==> src/hdl/bdps_pkg.sv <==
// Shared types and constants for the button debounce and page select unit.
`timescale 1ns / 1ps
`default_nettype none

package bdps_pkg;

	// Tracked buttons; only the first three have a pin
	localparam int BUTTONS   = 3;
	localparam int PIN_COUNT = 3;
	localparam int LANES     = (BUTTONS > PIN_COUNT) ? PIN_COUNT : BUTTONS;

	// Field widths
	localparam int AGE_W     = 24;
	localparam int ELAPSED_W = 16;
	localparam int PAGE_W    = 4;

	// Register port geometry
	localparam int ADDR_W    = 4;
	localparam int DATA_W    = 32;
	localparam int REG_SEL_W = 2;

	// Register index codes
	localparam logic [REG_SEL_W-1:0] REG_LOCKOUT    = 2'd0;
	localparam logic [REG_SEL_W-1:0] REG_LONG_PRESS = 2'd1;
	localparam logic [REG_SEL_W-1:0] REG_COMBO      = 2'd2;
	localparam logic [REG_SEL_W-1:0] REG_LAST_PAGE  = 2'd3;

	// Register reset values
	localparam logic [AGE_W-1:0]  LOCKOUT_RST    = 24'd50000;
	localparam logic [AGE_W-1:0]  LONG_PRESS_RST = 24'd1000000;
	localparam logic [AGE_W-1:0]  COMBO_RST      = 24'd5000000;
	localparam logic [PAGE_W-1:0] LAST_PAGE_RST  = 4'd3;

	// Button slots
	localparam int IDX_LEFT    = 0;
	localparam int IDX_RIGHT   = 1;
	localparam int IDX_CONFIRM = 2;

	// Timing configuration seen by the datapath
	typedef struct packed {
		logic [AGE_W-1:0]  lockout;
		logic [AGE_W-1:0]  long_press;
		logic [AGE_W-1:0]  combo;
		logic [PAGE_W-1:0] last_page;
	} cfg_t;

	// Per-button status after the current poll
	typedef struct packed {
		logic press;     // accepted falling edge
		logic held;      // low past long-press time
		logic level;     // accepted level
		logic combo_ok;  // age past combo time
	} lane_t;

	// Page stepping decision
	typedef struct packed {
		logic [PAGE_W-1:0] page;
		logic              changed;
		logic              step_down;
		logic              step_up;
		logic              boot;
	} page_t;

endpackage

`default_nettype wire

==> src/hdl/button_debounce_page_select_unit.sv <==
// Top level: button debounce, long-press page select and bootloader combo.
`timescale 1ns / 1ps
`default_nettype none

// One word goes in per poll and one result word comes out per poll. A word
// is registered at the input, evaluated against the per-button age counters
// and the page register, and its result lands in an output register;
// throughput is one word per clock unless the output stalls. The input
// register refills while a result waits, so the unit only stalls its input
// when both registers are full and out_ready is low. Configuration registers
// sit at byte addresses 0, 4, 8 and 12; the user must write them only while
// no word is in flight, which is not enforced; writes apply to the next word.
module button_debounce_page_select_unit (
	input  wire logic                                clk,
	input  wire logic                                arst_n,
	// input channel
	input  wire logic                                in_valid,
	output logic                                     in_ready,
	input  wire logic                                raw_left,
	input  wire logic                                raw_right,
	input  wire logic                                raw_confirm,
	input  wire logic [bdps_pkg::ELAPSED_W-1:0]      elapsed_us,
	// output channel
	output logic                                     out_valid,
	input  wire logic                                out_ready,
	output logic                                     press_left,
	output logic                                     press_right,
	output logic                                     press_confirm,
	output logic                                     held_left,
	output logic                                     held_right,
	output logic                                     held_confirm,
	output logic      [bdps_pkg::PAGE_W-1:0]         page_index,
	output logic                                     page_changed,
	output logic                                     boot_request,
	// configuration
	input  wire logic                                psel,
	input  wire logic                                penable,
	input  wire logic                                pwrite,
	input  wire logic [bdps_pkg::ADDR_W-1:0]         paddr,
	input  wire logic [bdps_pkg::DATA_W-1:0]         pwdata,
	output logic      [bdps_pkg::DATA_W-1:0]         prdata,
	output logic                                     pready
);

	bdps_pkg::cfg_t                            cfg;
	bdps_pkg::lane_t [bdps_pkg::PIN_COUNT-1:0] lane_st;
	bdps_pkg::page_t                           pg;
	logic [bdps_pkg::PIN_COUNT-1:0]            restart;

	// input register
	logic                                      valid_s1;
	logic [bdps_pkg::PIN_COUNT-1:0]            lvl_s1;
	logic [bdps_pkg::ELAPSED_W-1:0]            elapsed_s1;

	// result register
	logic                                      valid_s2;
	logic [bdps_pkg::PIN_COUNT-1:0]            press_s2;
	logic [bdps_pkg::PIN_COUNT-1:0]            held_s2;
	logic [bdps_pkg::PAGE_W-1:0]               page_s2;
	logic                                      changed_s2;
	logic                                      boot_s2;

	logic                                      adv;
	logic                                      load;

	// Handshake: evaluate when the result register is free or draining
	assign adv      = valid_s1 && (!valid_s2 || out_ready);
	assign in_ready = !valid_s1 || adv;
	assign load     = in_valid && in_ready;

	bdps_regs u_regs (
		.clk     (clk),
		.arst_n  (arst_n),
		.psel    (psel),
		.penable (penable),
		.pwrite  (pwrite),
		.paddr   (paddr),
		.pwdata  (pwdata),
		.prdata  (prdata),
		.pready  (pready),
		.cfg     (cfg)
	);

	// Input register
	always_ff @(posedge clk or negedge arst_n) begin
		if (!arst_n) begin
			valid_s1 <= 1'b0;
		end else if (in_ready) begin
			valid_s1 <= in_valid;
		end
	end

	always_ff @(posedge clk) begin
		if (load) begin
			lvl_s1     <= {raw_confirm, raw_right, raw_left};
			elapsed_s1 <= elapsed_us;
		end
	end

	// Page steps restart the stepping button's age
	always_comb begin
		restart                        = '0;
		restart[bdps_pkg::IDX_LEFT]    = pg.step_down;
		restart[bdps_pkg::IDX_RIGHT]   = pg.step_up;
	end

	// Button lanes; absent buttons read released
	for (genvar g = 0; g < bdps_pkg::PIN_COUNT; g++) begin : g_lane
		if (g < bdps_pkg::LANES) begin : g_on
			bdps_lane u_lane (
				.clk     (clk),
				.arst_n  (arst_n),
				.adv     (adv),
				.level   (lvl_s1[g]),
				.elapsed (elapsed_s1),
				.cfg     (cfg),
				.restart (restart[g]),
				.st      (lane_st[g])
			);
		end else begin : g_off
			assign lane_st[g] = '{press: 1'b0, held: 1'b0, level: 1'b1, combo_ok: 1'b0};
		end
	end

	bdps_page u_page (
		.clk       (clk),
		.arst_n    (arst_n),
		.adv       (adv),
		.left      (lane_st[bdps_pkg::IDX_LEFT]),
		.right     (lane_st[bdps_pkg::IDX_RIGHT]),
		.last_page (cfg.last_page),
		.pg        (pg)
	);

	// Result register
	always_ff @(posedge clk or negedge arst_n) begin
		if (!arst_n) begin
			valid_s2 <= 1'b0;
		end else if (adv) begin
			valid_s2 <= 1'b1;
		end else if (out_ready) begin
			valid_s2 <= 1'b0;
		end
	end

	always_ff @(posedge clk) begin
		if (adv) begin
			for (int i = 0; i < bdps_pkg::PIN_COUNT; i++) begin
				press_s2[i] <= lane_st[i].press;
				held_s2[i]  <= lane_st[i].held;
			end
			page_s2    <= pg.page;
			changed_s2 <= pg.changed;
			boot_s2    <= pg.boot;
		end
	end

	assign out_valid     = valid_s2;
	assign press_left    = press_s2[bdps_pkg::IDX_LEFT];
	assign press_right   = press_s2[bdps_pkg::IDX_RIGHT];
	assign press_confirm = press_s2[bdps_pkg::IDX_CONFIRM];
	assign held_left     = held_s2[bdps_pkg::IDX_LEFT];
	assign held_right    = held_s2[bdps_pkg::IDX_RIGHT];
	assign held_confirm  = held_s2[bdps_pkg::IDX_CONFIRM];
	assign page_index    = page_s2;
	assign page_changed  = changed_s2;
	assign boot_request  = boot_s2;

	// A page step needs a held left or right button
	a_step_needs_hold: assert property (@(posedge clk) disable iff (!arst_n)
		out_valid && page_changed |-> held_left || held_right)
		else $error("page step without a held button");

	// A press restarts the age, so the same word cannot report held
	a_press_not_held: assert property (@(posedge clk) disable iff (!arst_n)
		out_valid && press_left |-> !held_left)
		else $error("left press and held in one word");

	// Input stalls only with a full input register behind a blocked result
	a_stall_cause: assert property (@(posedge clk) disable iff (!arst_n)
		!in_ready |-> valid_s1 && valid_s2 && !out_ready)
		else $error("input stalled without backpressure");

	// A stalled result word is not overwritten
	a_result_hold: assert property (@(posedge clk) disable iff (!arst_n)
		out_valid && !out_ready |=> out_valid && $stable(page_index)
			&& $stable(page_changed))
		else $error("result word changed under stall");

endmodule

`default_nettype wire

==> src/hdl/bdps_regs.sv <==
// Configuration register file with APB-style access.
`timescale 1ns / 1ps
`default_nettype none

module bdps_regs (
	input  wire logic                           clk,
	input  wire logic                           arst_n,
	input  wire logic                           psel,
	input  wire logic                           penable,
	input  wire logic                           pwrite,
	input  wire logic [bdps_pkg::ADDR_W-1:0]    paddr,
	input  wire logic [bdps_pkg::DATA_W-1:0]    pwdata,
	output logic      [bdps_pkg::DATA_W-1:0]    prdata,
	output logic                                pready,
	output bdps_pkg::cfg_t                      cfg
);

	bdps_pkg::cfg_t                        cfg_q;
	logic                                  wr_en;
	logic [bdps_pkg::REG_SEL_W-1:0]        sel;

	assign pready = 1'b1;
	assign wr_en  = psel & penable & pwrite;
	assign sel    = paddr[bdps_pkg::ADDR_W-1:2];
	assign cfg    = cfg_q;

	// Register writes on the access cycle
	always_ff @(posedge clk or negedge arst_n) begin
		if (!arst_n) begin
			cfg_q.lockout    <= bdps_pkg::LOCKOUT_RST;
			cfg_q.long_press <= bdps_pkg::LONG_PRESS_RST;
			cfg_q.combo      <= bdps_pkg::COMBO_RST;
			cfg_q.last_page  <= bdps_pkg::LAST_PAGE_RST;
		end else if (wr_en) begin
			case (sel)
				bdps_pkg::REG_LOCKOUT:    cfg_q.lockout    <= pwdata[bdps_pkg::AGE_W-1:0];
				bdps_pkg::REG_LONG_PRESS: cfg_q.long_press <= pwdata[bdps_pkg::AGE_W-1:0];
				bdps_pkg::REG_COMBO:      cfg_q.combo      <= pwdata[bdps_pkg::AGE_W-1:0];
				bdps_pkg::REG_LAST_PAGE:  cfg_q.last_page  <= pwdata[bdps_pkg::PAGE_W-1:0];
				default: ;
			endcase
		end
	end

	// Read mux
	always_comb begin
		prdata = '0;
		case (sel)
			bdps_pkg::REG_LOCKOUT:    prdata[bdps_pkg::AGE_W-1:0]  = cfg_q.lockout;
			bdps_pkg::REG_LONG_PRESS: prdata[bdps_pkg::AGE_W-1:0]  = cfg_q.long_press;
			bdps_pkg::REG_COMBO:      prdata[bdps_pkg::AGE_W-1:0]  = cfg_q.combo;
			bdps_pkg::REG_LAST_PAGE:  prdata[bdps_pkg::PAGE_W-1:0] = cfg_q.last_page;
			default:                  prdata = '0;
		endcase
	end

endmodule

`default_nettype wire

==> src/hdl/bdps_lane.sv <==
// One button lane: debounce with lockout, saturating age and long-press detect.
`timescale 1ns / 1ps
`default_nettype none

module bdps_lane (
	input  wire logic                              clk,
	input  wire logic                              arst_n,
	input  wire logic                              adv,
	input  wire logic                              level,
	input  wire logic [bdps_pkg::ELAPSED_W-1:0]    elapsed,
	input  wire bdps_pkg::cfg_t                    cfg,
	input  wire logic                              restart,
	output bdps_pkg::lane_t                        st
);

	logic                           stable_q;
	logic [bdps_pkg::AGE_W-1:0]     age_q;
	logic [bdps_pkg::AGE_W:0]       sum;
	logic [bdps_pkg::AGE_W-1:0]     age_sat;
	logic [bdps_pkg::AGE_W-1:0]     age_n;
	logic                           take;

	// Age plus elapsed time, saturating
	assign sum     = {1'b0, age_q}
		+ {{(bdps_pkg::AGE_W + 1 - bdps_pkg::ELAPSED_W){1'b0}}, elapsed};
	assign age_sat = sum[bdps_pkg::AGE_W] ? '1 : sum[bdps_pkg::AGE_W-1:0];

	// Edge accepted only past lockout
	assign take  = (level != stable_q) && (age_sat > cfg.lockout);
	assign age_n = take ? '0 : age_sat;

	always_comb begin
		st.press    = take & ~level;
		st.held     = ~level & (age_n > cfg.long_press);
		st.level    = level;
		st.combo_ok = age_n > cfg.combo;
	end

	// Lane state; the level is taken over even inside lockout
	always_ff @(posedge clk or negedge arst_n) begin
		if (!arst_n) begin
			stable_q <= 1'b1;
			age_q    <= '0;
		end else if (adv) begin
			stable_q <= level;
			age_q    <= restart ? '0 : age_n;
		end
	end

endmodule

`default_nettype wire

==> src/hdl/bdps_page.sv <==
// Page index register, stepping by long press, and the bootloader combo.
`timescale 1ns / 1ps
`default_nettype none

module bdps_page (
	input  wire logic                            clk,
	input  wire logic                            arst_n,
	input  wire logic                            adv,
	input  wire bdps_pkg::lane_t                 left,
	input  wire bdps_pkg::lane_t                 right,
	input  wire logic [bdps_pkg::PAGE_W-1:0]     last_page,
	output bdps_pkg::page_t                      pg
);

	logic [bdps_pkg::PAGE_W-1:0] page_q;
	logic                        down;
	logic                        up;

	// Left wins when both could step
	assign down = (page_q != '0) && left.held && right.level;
	assign up   = !down && (page_q < last_page) && right.held && left.level;

	always_comb begin
		pg.step_down = down;
		pg.step_up   = up;
		pg.changed   = down | up;
		pg.boot      = !left.level && !right.level && left.combo_ok && right.combo_ok;
		if (down) begin
			pg.page = page_q - 1'b1;
		end else if (up) begin
			pg.page = page_q + 1'b1;
		end else begin
			pg.page = page_q;
		end
	end

	always_ff @(posedge clk or negedge arst_n) begin
		if (!arst_n) begin
			page_q <= '0;
		end else if (adv) begin
			page_q <= pg.page;
		end
	end

endmodule

`default_nettype wire

==> config.mk <==
export PLATFORM = sky130hd
export DESIGN_NAME = button_debounce_page_select_unit
export DESIGN_NICKNAME = d
export VERILOG_FILES = /design/src/hdl/bdps_pkg.sv /design/src/hdl/button_debounce_page_select_unit.sv /design/src/hdl/bdps_regs.sv /design/src/hdl/bdps_lane.sv /design/src/hdl/bdps_page.sv
export SDC_FILE = /design/constraint.sdc
export NUM_CORES = 1
export LEC_CHECK = 0
export ABC_AREA = 1
export BUFFER_PORTS_ARGS = -buffer_cell sky130_fd_sc_hd__buf_2
export CORE_AREA = 2 2 170 172
export CTS_BUF_LIST = sky130_fd_sc_hd__clkbuf_4 sky130_fd_sc_hd__clkbuf_8
export CTS_CLUSTER_SIZE = 25
export DETAILED_ROUTE_END_ITERATION = 10
export DIE_AREA = 0 0 172 174
export PLACE_DENSITY = 0.75
export SYNTH_ARGS = -nofsm -noshare
export SYNTH_HDL_FRONTEND = slang
export SYNTH_SLANG_ARGS = --single-unit
==> constraint.sdc <==
create_clock -name clk -period 11.7 [get_ports clk]
set_input_delay 0 -clock clk [delete_from_list [all_inputs] [get_ports clk]]
set_output_delay 0 -clock clk [all_outputs]
set_load 0.01 [all_outputs]
==> results_dict.tcl, run 1 <==
set metrics [dict create \
    avgSynthCellArea_um2 7.299 \
    grt_usage 0.3555 \
    rrSetupSlack_ps 4620 \
    required_ps 12090 \
    viasPerCell 5.773 \
    first_global_vias 15430 \
    synth.area.top_cells "dfrtp_1, ha_1, nand2_1, inv_1, edfxtp_1" \
    synth_edf_count 31 \
    p_clk_frac 0.101 \
    postRouteAntennaNets 0 \
    p_sw_mw 2.572 \
    io_buffers 89 \
    crit_top_cell "nand2_1" \
    seq_area_mm2 0.004892 \
    rr_endpoint "g_lane[0].g_on.u_lane.age_q[11]" \
    slew_headroom 0.3441 \
    crit_path_start_kind "flip-flop" \
    syn-instance-count 2228 \
    cts_tree "done" \
    antenna_found_initial 0 \
    ys.warnings.count 0 \
    drt-total-wl_um 52060 \
    wl_per_cell_um 18.98 \
    cts_max_level 4 \
    yosysSeqAreaShare 0.3008 \
    setup_tns_ps 0 \
    vias 15840 \
    synth_top_area_frac 0.2016 \
    synth_cell_type_count 58 \
    hold_buffers 50 \
    cp_slowest_cell "nand2_1" \
    async_reset_ff_frac 0.8351 \
    pwr_density_cell_mw_per_mm2 271.2 \
    min_period_ps 7081 \
    drtPass1Iterations 7 \
    sequentialPowerShare 0.206 \
    row_count 62 \
    worstSetupPathType "reg2reg" \
    whs_ps 147.2 \
    ioPinCount 109 \
    grt_max_degree 92 \
    netlist_area_mm2 0.01626 \
    fill_cells 2641 \
    reg2reg_depth 29 \
    rsz0062_at_grt "false" \
    rr_startpoint "elapsed_s1[0]" \
    die_y_um 174 \
    grt-ovfl-total 0 \
    finalCritPeriodShare 0.6052 \
    dpl.hpwl_um 41630 \
    cts_resized 0 \
    cp_max_fo 25 \
    n_antenna_cell 0 \
    clk_pin_slew_ps 110 \
    fin_nets 2656 \
    dr.first_iter.drc_count 1143 \
    hold_viol 0 \
    synth_top_area_cell "dfrtp_1" \
    ys_ff_latch 188 \
    vdd.ir_drop.worst_uv 121.5 \
    slew_viol_final 0 \
    setup.worst_path.start "elapsed_s1[0]" \
    multiInputGateArea_mm2 0.009908 \
    layout-drive-gt1-share 0.08817 \
    tightest_slew_ps 983.8 \
    setup_viol 0 \
    die_x_um 172 \
    internal-power_mw 2.290 \
    coreArea_mm2 0.02824 \
    area_growth_pct 10.23 \
    combPwrFrac 0.693 \
    start_util 0.5759 \
    cp.arrival_ps 7470 \
    finClkSkew_ps 21.09 \
    swShare 0.5290 \
    drv_cap 0 \
    numCtsBuffers 17 \
    insertion_delay_ps 490 \
    die-area_mm2 0.02993 \
    synth-main-ff-cell "dfrtp_1" \
    max_freq_mhz 141.2 \
    root_buffer "clkbuf_8" \
    cts.sinks 188 \
    clockBufferDepth 2 \
    status "finished, final reports clean" \
    post_cts_buffers 0 \
    grt_pass1_wl_um 80700 \
    route.detailed.drc 0 \
    max_stage_delay_ps 580 \
    hp-class "in2async" \
    routabilityCongestion 0.9678 \
    power.leakage_nw 9.599 \
    crit_path_end_kind "flip-flop" \
]
==> power groups by stage <==
stage          registers, mW  logic (mW)  clock network [mW]
2_1_floorplan          0.967        2.36                   0
3_3_place_gp            1.00        3.14                   0
3_5_place_dp            1.01        3.27                   0
4_1_cts                0.996        3.30               0.501
5_1_grt                 1.02        3.82               0.521
6_report                1.00        3.37               0.493
==> metrics by stage <==
stage | total power, mW | setup WS, ps | instances | instance area, um^2 | util
final | 4.862 | 4619 | 2743 | 17930 | 0.6348
after global routing | 5.359 | 4137 | 2743 | 17930 | 0.6348
after CTS | 4.797 | 4751 | 2743 | 17930 | 0.6348
after detailed placement | 4.274 | 4799 | 2661 | 17000 | 0.6020
after global placement | 4.141 | 4884 | 2661 | 17000 | 0.6020
after floorplan | 3.331 | 6903 | 2235 | 16290 | -
==> layout make-up <==
cell class | count | share of cell area
clock inverter | 11 | 0.008725
clock buffer | 21 | 0.01508
multi-input combinational | 1673 | 0.5527
sequential | 188 | 0.2729
inverter | 318 | 0.06687
timing repair buffer | 148 | 0.05689
tap | 384 | 0.02680
==> layout by cell type, fill, tap and decap left out, types with 5 or more instances in the layout <==
cell           count
inv_1            314
xor2_1            19
ha_1             245
o211ai_1           5
conb_1             9
clkbuf_8          18
nor4_1             6
o21ai_1           17
nand2_1          598
or2_2             17
nand2_2           10
nor2_1           102
o221ai_1          20
edfxtp_1          31
dlygate4sd3_1     50
nor3_1            19
xnor2_1            7
nand4_1           36
o22ai_1           13
dfstp_2           26
o21bai_1           5
nand3b_1           7
and2_1            10
buf_2             88
nand2_4            6
dfrtp_1          131
o21ai_0          185
o21a_1             5
buf_4              9
nand3_1          122
a21oi_1          158
a21o_1             8
==> cell usage after synthesis (all sizes together), types with 10 or more instances <==
library cell and instances:
a21oi 160, nor2 104, clkbuf 36, xor2 19, o221ai 20, nand4 36, inv 318, dfstp 26
buf 20, or2 22, o21ai 206, o22ai 13, nand3 127, nand2 614, dfrtp 131, ha 245
and2 10, edfxtp 31, nor3 19
==> state kept, by name, summed over array words and instances (netlist names) <==
register,count
u_regs.cfg,76
page_changed,1
boot_request,1
lvl_s1,3
g_lane.g_on.u_lane.age_q,72
held_s2,3
press_s2,3
u_page.page_q,4
elapsed_s1,16
valid_s1,1
page_index,4
g_lane.g_on.u_lane.stable_q,3
out_valid,1
==> worst max-delay path: cells and delay by family, from the launching register on <==
family	cells	cell delay, ps
buffers and inverters	2	430
adders and majority gates	4	1390
AOI/OAI and AO/OA	2	580
DFF	1	510
and+or+nand+nor	21	4060
==> cell families after synthesis <==
group	share of synthesized area
AND/OR/NAND/NOR	0.2536
flip-flops	0.3008
adder cells (fa/ha/maj)	0.1922
AO/OA/AOI/OAI	0.1473
XOR/XNOR	0.01400
other	0.0004618
buffers and inverters	0.09164
==> worst max-delay path by stage <==
stage | endpoint | slack (ps)
final | g_lane[0].g_on.u_lane.age_q[11] | 4620
after global routing | g_lane[0].g_on.u_lane.age_q[19] | 4140
after CTS | g_lane[0].g_on.u_lane.age_q[11] | 4750
after detailed placement | g_lane[0].g_on.u_lane.age_q[11] | 4800
after global placement | g_lane[1].g_on.u_lane.age_q[2] | 4880
after floorplan | page_index[0] | 6900
==> per-layer routing <==
metal | wire length, um | global-route usage
met1 | 21500 | 0.4664
met2 | 23950 | 0.5736
met3 | 4112 | 0.05510
met4 | 2500 | 0.1705
met5 | 0 | 0
Note: power is estimated with default switching activity, not from simulation.
==> inputs of run 2 (changes only) <==
- ABC_AREA: 1 -> 0
- CORE_AREA: 2 2 170 172 -> 2 2 166 168
- DIE_AREA: 0 0 172 174 -> 0 0 168 170
- clock period: 11.7 -> 6.9 ns (I/O delays scaled with it)
==> run 2 against run 1 <==
Effect of this change:
- the run now ends with negative setup slack left
- sequential share of layout area is 1.8 points lower
- final cell count is 10% lower
- register-to-register slack worse by 4600 ps
- final area is 7.1% higher
- routed wire length is 2.5% lower
- fmax is 2.5% higher
- critical path depth is 1 lower
- total power is 86% higher
- clock-buffer cell count is 3 lower
- setup slack worse by 4600 ps
- hold slack worse by 140 ps
- clock skew is 9.6 ps higher
- critical path type unchanged
- highest routed layer unchanged
==> results_dict.tcl, run 2 <==
set metrics [dict create \
    clockBufferDepth 2 \
    synth-compound-area-share 0.1886 \
    cts_max_level 4 \
    fill_cells 2035 \
    multiInputGateArea_mm2 0.01036 \
    layout-drive-gt1-share 0.2263 \
    vdd.ir_drop.worst_uv 181.4 \
    cp.depth 28 \
    start_util 0.5854 \
    vias 15080 \
    whs_ps 11.60 \
    finalInstanceArea_mm2 0.01919 \
    ys.warnings.count 0 \
    rsz0062_at_grt "true" \
    postRouteAntennaNets 0 \
    cp_slowest_cell "or4_4" \
    dpl.hpwl_um 37790 \
    use_met2 0.5471 \
    synthSimpleGateAreaFrac 0.1651 \
    netlist_area_mm2 0.01560 \
    grt_usage 0.3432 \
    finClkSkew_ps 30.70 \
    synth_cell_type_count 71 \
    cts_tree "done" \
    async_reset_ff_frac 0.8351 \
    setup_viol 1 \
    finalCritPeriodShare 1.001 \
    n_antenna_cell 0 \
    antenna_found_initial 0 \
    power.leakage_nw 9.320 \
    coreArea_mm2 0.02665 \
    hp-class "in2reg" \
    syn-instance-count 1807 \
    setup_ws_ps -8.698 \
    area_growth_pct 23.02 \
    worstSetupPathType "reg2reg" \
    yosysSeqAreaShare 0.3136 \
    tightest_slew_ps 1098 \
    synth-xor-area-share 0.03032 \
    root_buffer "clkbuf_8" \
    critPathTopFamily "simple AND/OR/NAND/NOR gates" \
    grtUsageMet1 0.4625 \
    seq_area_mm2 0.004892 \
    holdPathStages 5 \
    mostFrequentLayoutCell "ha_1" \
    drv_cap 0 \
    wl_per_cell_um 20.66 \
    die_y_um 170 \
    hold_viol 0 \
    clk_pin_slew_ps 130 \
    synth.area.top_cells "dfrtp_1, ha_1, edfxtp_1, nand2_1, o21ai_0" \
    pwr_density_cell_mw_per_mm2 472.3 \
    max_freq_mhz 144.7 \
    fin_nets 2414 \
    ys_ff_latch 188 \
    placed_area_mm2 0.01765 \
    largest_reg_flops 76 \
    grt_max_degree 84 \
    drt-total-wl_um 50770 \
    avgSynthCellArea_um2 8.633 \
    slew_headroom 0.2680 \
    busiest_layer "met2" \
    viasPerCell 6.135 \
    die_x_um 168 \
    io_buffers 89 \
    cp.arrival_ps 7330 \
    synth_top_area_cell "dfrtp_1" \
    route.detailed.drc 0 \
    synth_top_family_by_area "adder cells" \
    row_count 60 \
    die-area_mm2 0.02856 \
    cp_max_fo 7 \
    insertion_delay_ps 520 \
    grt_pass1_wl_um 75630 \
    synth-main-ff-cell "dfrtp_1" \
    numCtsBuffers 17 \
    ioPinCount 109 \
    synthTopCellsByCount "ha_1, nand2_1, nor2_1" \
    status "complete, but fails checks" \
    routabilityCongestion 0.9748 \
    synth.most_common_cell "ha_1" \
    max_stage_delay_ps 530 \
    reg2reg_depth 28 \
    failed_checks "negative setup slack" \
    slew_viol_final 0 \
    drtPass1Iterations 6 \
    required_ps 7330 \
    crit_top_cell "nand4_1" \
    dr.first_iter.drc_count 1173 \
    min_period_ps 6909 \
    worst-path-buf-inv 3 \
    synthMuxAreaShare 0.04820 \
    synth_top_area_frac 0.2101 \
    grt-ovfl-total 0 \
    crit_path_start_kind "flip-flop" \
    grt_util_met3 0.06814 \
    crit_path_end_kind "flip-flop" \
    cts.sinks 188 \
    first_global_vias 14480 \
    final_cell_mix "ha_1, nand2_1, buf_4" \
    synth_edf_count 31 \
    synth_fa_ha_area_frac 0.2004 \
    rrSetupSlack_ps -9 \
]
==> run 2: changes by cell type after synthesis, moves of 20 or more <==
cell / previous run / this run
mux2i_1: 0 / 20
o21ai_0: 185 / 143
inv_1: 314 / 143
a21o_1: 8 / 35
nor2_1: 102 / 149
o31ai_1: 3 / 45
a21oi_1: 158 / 133
nand3_1: 122 / 30
a211oi_1: 2 / 26
xnor2_1: 7 / 34
nor2b_1: 0 / 20
mux2_2: 0 / 41
nand2_1: 599 / 212
==> run 2: tightest hold or removal path, cell delays in order <==
cell     delay (ps)
buf_2           100
nand3_1         110
nor3_2          150
nand2_1          90
o21ai_0          80
==> run 2: logic make-up (layout without fill, tap and decap cells) <==
family / after synthesis / after routing
DFF: 188 / 188
other: 2 / 9
muxes: 65 / 65
adders and majority gates: 248 / 248
buffers and inverters: 212 / 513
AOI/OAI and AO/OA: 477 / 478
and+or+nand+nor: 561 / 562
xor gates and xnor gates: 54 / 54
==> run 2: area by class of cell <==
type                    instances  share of cell area
multi-input cells            1416              0.5400
clock inverters                14            0.009258
repair buffers                338              0.1330
well taps                     341             0.02223
clock buffers                  18             0.01258
flip-flops and latches        188              0.2549
inverters                     143             0.02797
==> run 2: final timing paths <==
kind,start,to
setup / recovery,elapsed_s1[9],u_page.page_q[3]
hold / removal,penable,u_regs.cfg[56]
setup reg to reg,elapsed_s1[9],u_page.page_q[3]
hold reg to reg,g_lane[0].g_on.u_lane.stable_q,g_lane[0].g_on.u_lane.stable_q
max in group asynchronous,arst_n,g_lane[1].g_on.u_lane.age_q[14]
min in group asynchronous,arst_n,u_regs.cfg[28]
==> run 2: timing repair <==
action,CTS,global route
endpoints found under the hold margin,175,0
cloned,0,5
gates resized for setup,14,77
setup buffers,0,18
setup endpoints to repair,57,59
hold buffers,48,0
pin swaps,2,22
==> run 2: through the flow <==
step / instances / total power [mW] / setup TNS (ps) / setup WS, ps / utilization
floorplan: 1814 / 5.437 / 0 / 22.33 / -
global placement: 2356 / 7.524 / -7258 / -369.5 / 0.6623
detailed placement: 2356 / 7.746 / -8462 / -431.7 / 0.6623
CTS: 2436 / 8.620 / -50.75 / -50.75 / 0.6979
global route: 2458 / 9.821 / -2300 / -186.8 / 0.7201
finish: 2458 / 9.063 / -8.698 / -8.698 / 0.7201
==> run 2: where the power goes <==
group	leakage, nW	internal, mW	switching [mW]
Combinational	6.93	2.89	3.66
Clock	0.207	0.282	0.519
Sequential	2.18	1.47	0.245
==> run 2: per-layer routing <==
metal | vias up | routed length, um
li1 | 7086 | -
met1 | 7242 | 21790
met2 | 646 | 22900
met3 | 105 | 4204
met4 | 0 | 1882
met5 | - | 0
==> inputs of run 3 (changes only) <==
- CORE_AREA: 2 2 166 168 -> 2 2 174 176
- DIE_AREA: 0 0 168 170 -> 0 0 176 178
- SYNTH_HIERARCHICAL: unset -> 1
==> run 3 against run 2 <==
Effect of this change:
- area after synthesis increased by 5.5%
- sequential share of layout area decreased by 1.0 points
- non-clock buffer count increased by 6
- utilization decreased by 4.0 points
- the run now ends clean
- sequential cell count unchanged
- die area increased by 9.7%
- fmax increased by 0.30%
- combinational power decreased by 4.9%
==> results_dict.tcl, run 3 <==
set metrics [dict create \
    rrSetupSlack_ps 10 \
    cp_max_fo 7 \
    grt_usage 0.3487 \
    reg2reg_depth 32 \
    setup_viol 0 \
    cts_tree "done" \
    finalInstanceArea_mm2 0.02000 \
    vdd.ir_drop.worst_uv 336.9 \
    cts.sinks 188 \
    die-area_mm2 0.03133 \
    avgSynthCellArea_um2 9.078 \
    placed_area_mm2 0.01836 \
    grt_pass1_wl_um 82780 \
    syn-instance-count 1813 \
    slew_viol_final 0 \
    root_buffer "clkbuf_8" \
    drtPass1Iterations 6 \
    drv_cap 0 \
    placed_cells_incl_taps 2413 \
    numCtsBuffers 17 \
    clk_pin_slew_ps 100 \
    antenna_found_initial 0 \
    multiInputGateArea_mm2 0.01072 \
    worstSetupPathType "reg2reg" \
    max_stage_delay_ps 440 \
    io_buffers 89 \
    required_ps 7310 \
    crit_path_start_kind "flip-flop" \
    fill_cells 2331 \
    max_freq_mhz 145.2 \
    crit_path_end_kind "flip-flop" \
    insertion_delay_ps 520 \
    hp-class "in2async" \
    tightest_slew_ps 1005 \
    power_mw 8.858 \
    seq_area_mm2 0.004892 \
    finClkSkew_ps 15.07 \
    start_util 0.5598 \
    dpl_worst_slack_ps -273.7 \
    pwr_density_cell_mw_per_mm2 443.0 \
    routabilityCongestion 1.007 \
    hold_viol 0 \
    rsz0062_at_grt "true" \
    status "finished, final reports clean" \
    power.leakage_nw 10.03 \
    drt-total-wl_um 55080 \
    clockBufferDepth 2 \
    layout-drive-gt1-share 0.2614 \
    largest_reg_flops 76 \
    stdcell_count 2525 \
    cp_slowest_cell "edfxtp_1" \
    die_x_um 176 \
    vias 15370 \
    fin_nets 2432 \
    coreArea_mm2 0.02940 \
    cp.arrival_ps 7300 \
    wl_per_cell_um 21.81 \
    row_count 63 \
    dr.first_iter.drc_count 1205 \
    area_growth_pct 21.50 \
    setup_ws_ps 11.75 \
    slew_headroom 0.3303 \
    cts_max_level 4 \
    min_period_ps 6888 \
    route.detailed.drc 0 \
    netlist_area_mm2 0.01646 \
    ys.warnings.count 6 \
    ioPinCount 109 \
    grt_max_degree 83 \
    mostFrequentLayoutCell "inv_1" \
    viasPerCell 6.086 \
    dpl.hpwl_um 41850 \
    n_antenna_cell 0 \
    postRouteAntennaNets 0 \
    finalCritPeriodShare 0.9983 \
    grt-ovfl-total 0 \
    die_y_um 178 \
    first_global_vias 15110 \
    final_cell_mix "inv_1, ha_1, buf_4" \
]
## run 3: changes by cell type in the layout (fill, tap and decap cells not counted), sizes merged, moves of 10 or more
cell,change
a211oi,-10
a21o,+16
a22o,+10
inv,+117
mux2,+40
nand2,-114
o21ai,-57
o2bb2ai,+42
o31ai,-44
## run 3: layout make-up
cell class                 count  area share
clock buffer                  17     0.01170
clock inverter                15    0.007696
inverter                     257     0.04824
multi-input combinational   1314      0.5359
sequential                   188      0.2446
tap                          390     0.02440
timing repair buffer         344      0.1275
## run 3: final timing paths
kind,endpoint,start
worst max-delay path,g_lane[1].g_on.u_lane/age_q[3],elapsed_s1[0]
worst min-delay path,g_lane[2].g_on.u_lane/age_q[2],arst_n
worst max register to register,g_lane[1].g_on.u_lane/age_q[3],elapsed_s1[0]
worst min register to register,g_lane[2].g_on.u_lane/age_q[5],g_lane[2].g_on.u_lane/age_q[5]
max in group asynchronous,g_lane[0].g_on.u_lane/age_q[2],arst_n
min in group clk,u_regs/cfg[3],penable
## run 3: timing repair
action	CTS	global route
pin swaps	4	54
endpoints found under the setup margin	57	58
endpoints found under the hold margin	167	0
resized for setup	14	103
hold buffers	47	0
cloned	0	3
setup buffers	4	27
## run 3: routing by layer
metal,vias to the layer above,GRT usage,part of all wire
met1,7457,0.4466,0.41
met2,684,0.5810,0.47
li1,7051,-,-
met4,0,0.1519,0.048
met3,174,0.06138,0.078
met5,-,0,0
## run 3: worst max-delay path: cells and delay by family, from the launching register on
kind	cells	cell delay (ps)
buffers and inverters	6	1060
adders and majority gates	4	1190
and+or+nand+nor	13	2460
DFF	1	440
AOI/OAI and AO/OA	9	1600
## run 3: per-stage QoR
stage | TNS, ps | util | hold WS [ps]
finish | 0 | 0.6801 | 81.62
global route | -4348 | 0.6801 | 101.9
CTS | 0 | 0.6570 | 63.41
detailed placement | -7970 | 0.6245 | 115.8
global placement | -6826 | 0.6245 | 110.8
floorplan | 0 | - | -295.6
## run 3: power breakdown
group          internal [mW]  leakage, nW  switching [mW]  total (mW)
Sequential              1.44         2.23           0.424        1.87
Combinational           2.85         7.61            3.38        6.23
Clock                  0.299        0.194           0.465       0.764
Total                   4.59         10.0            4.27        8.86
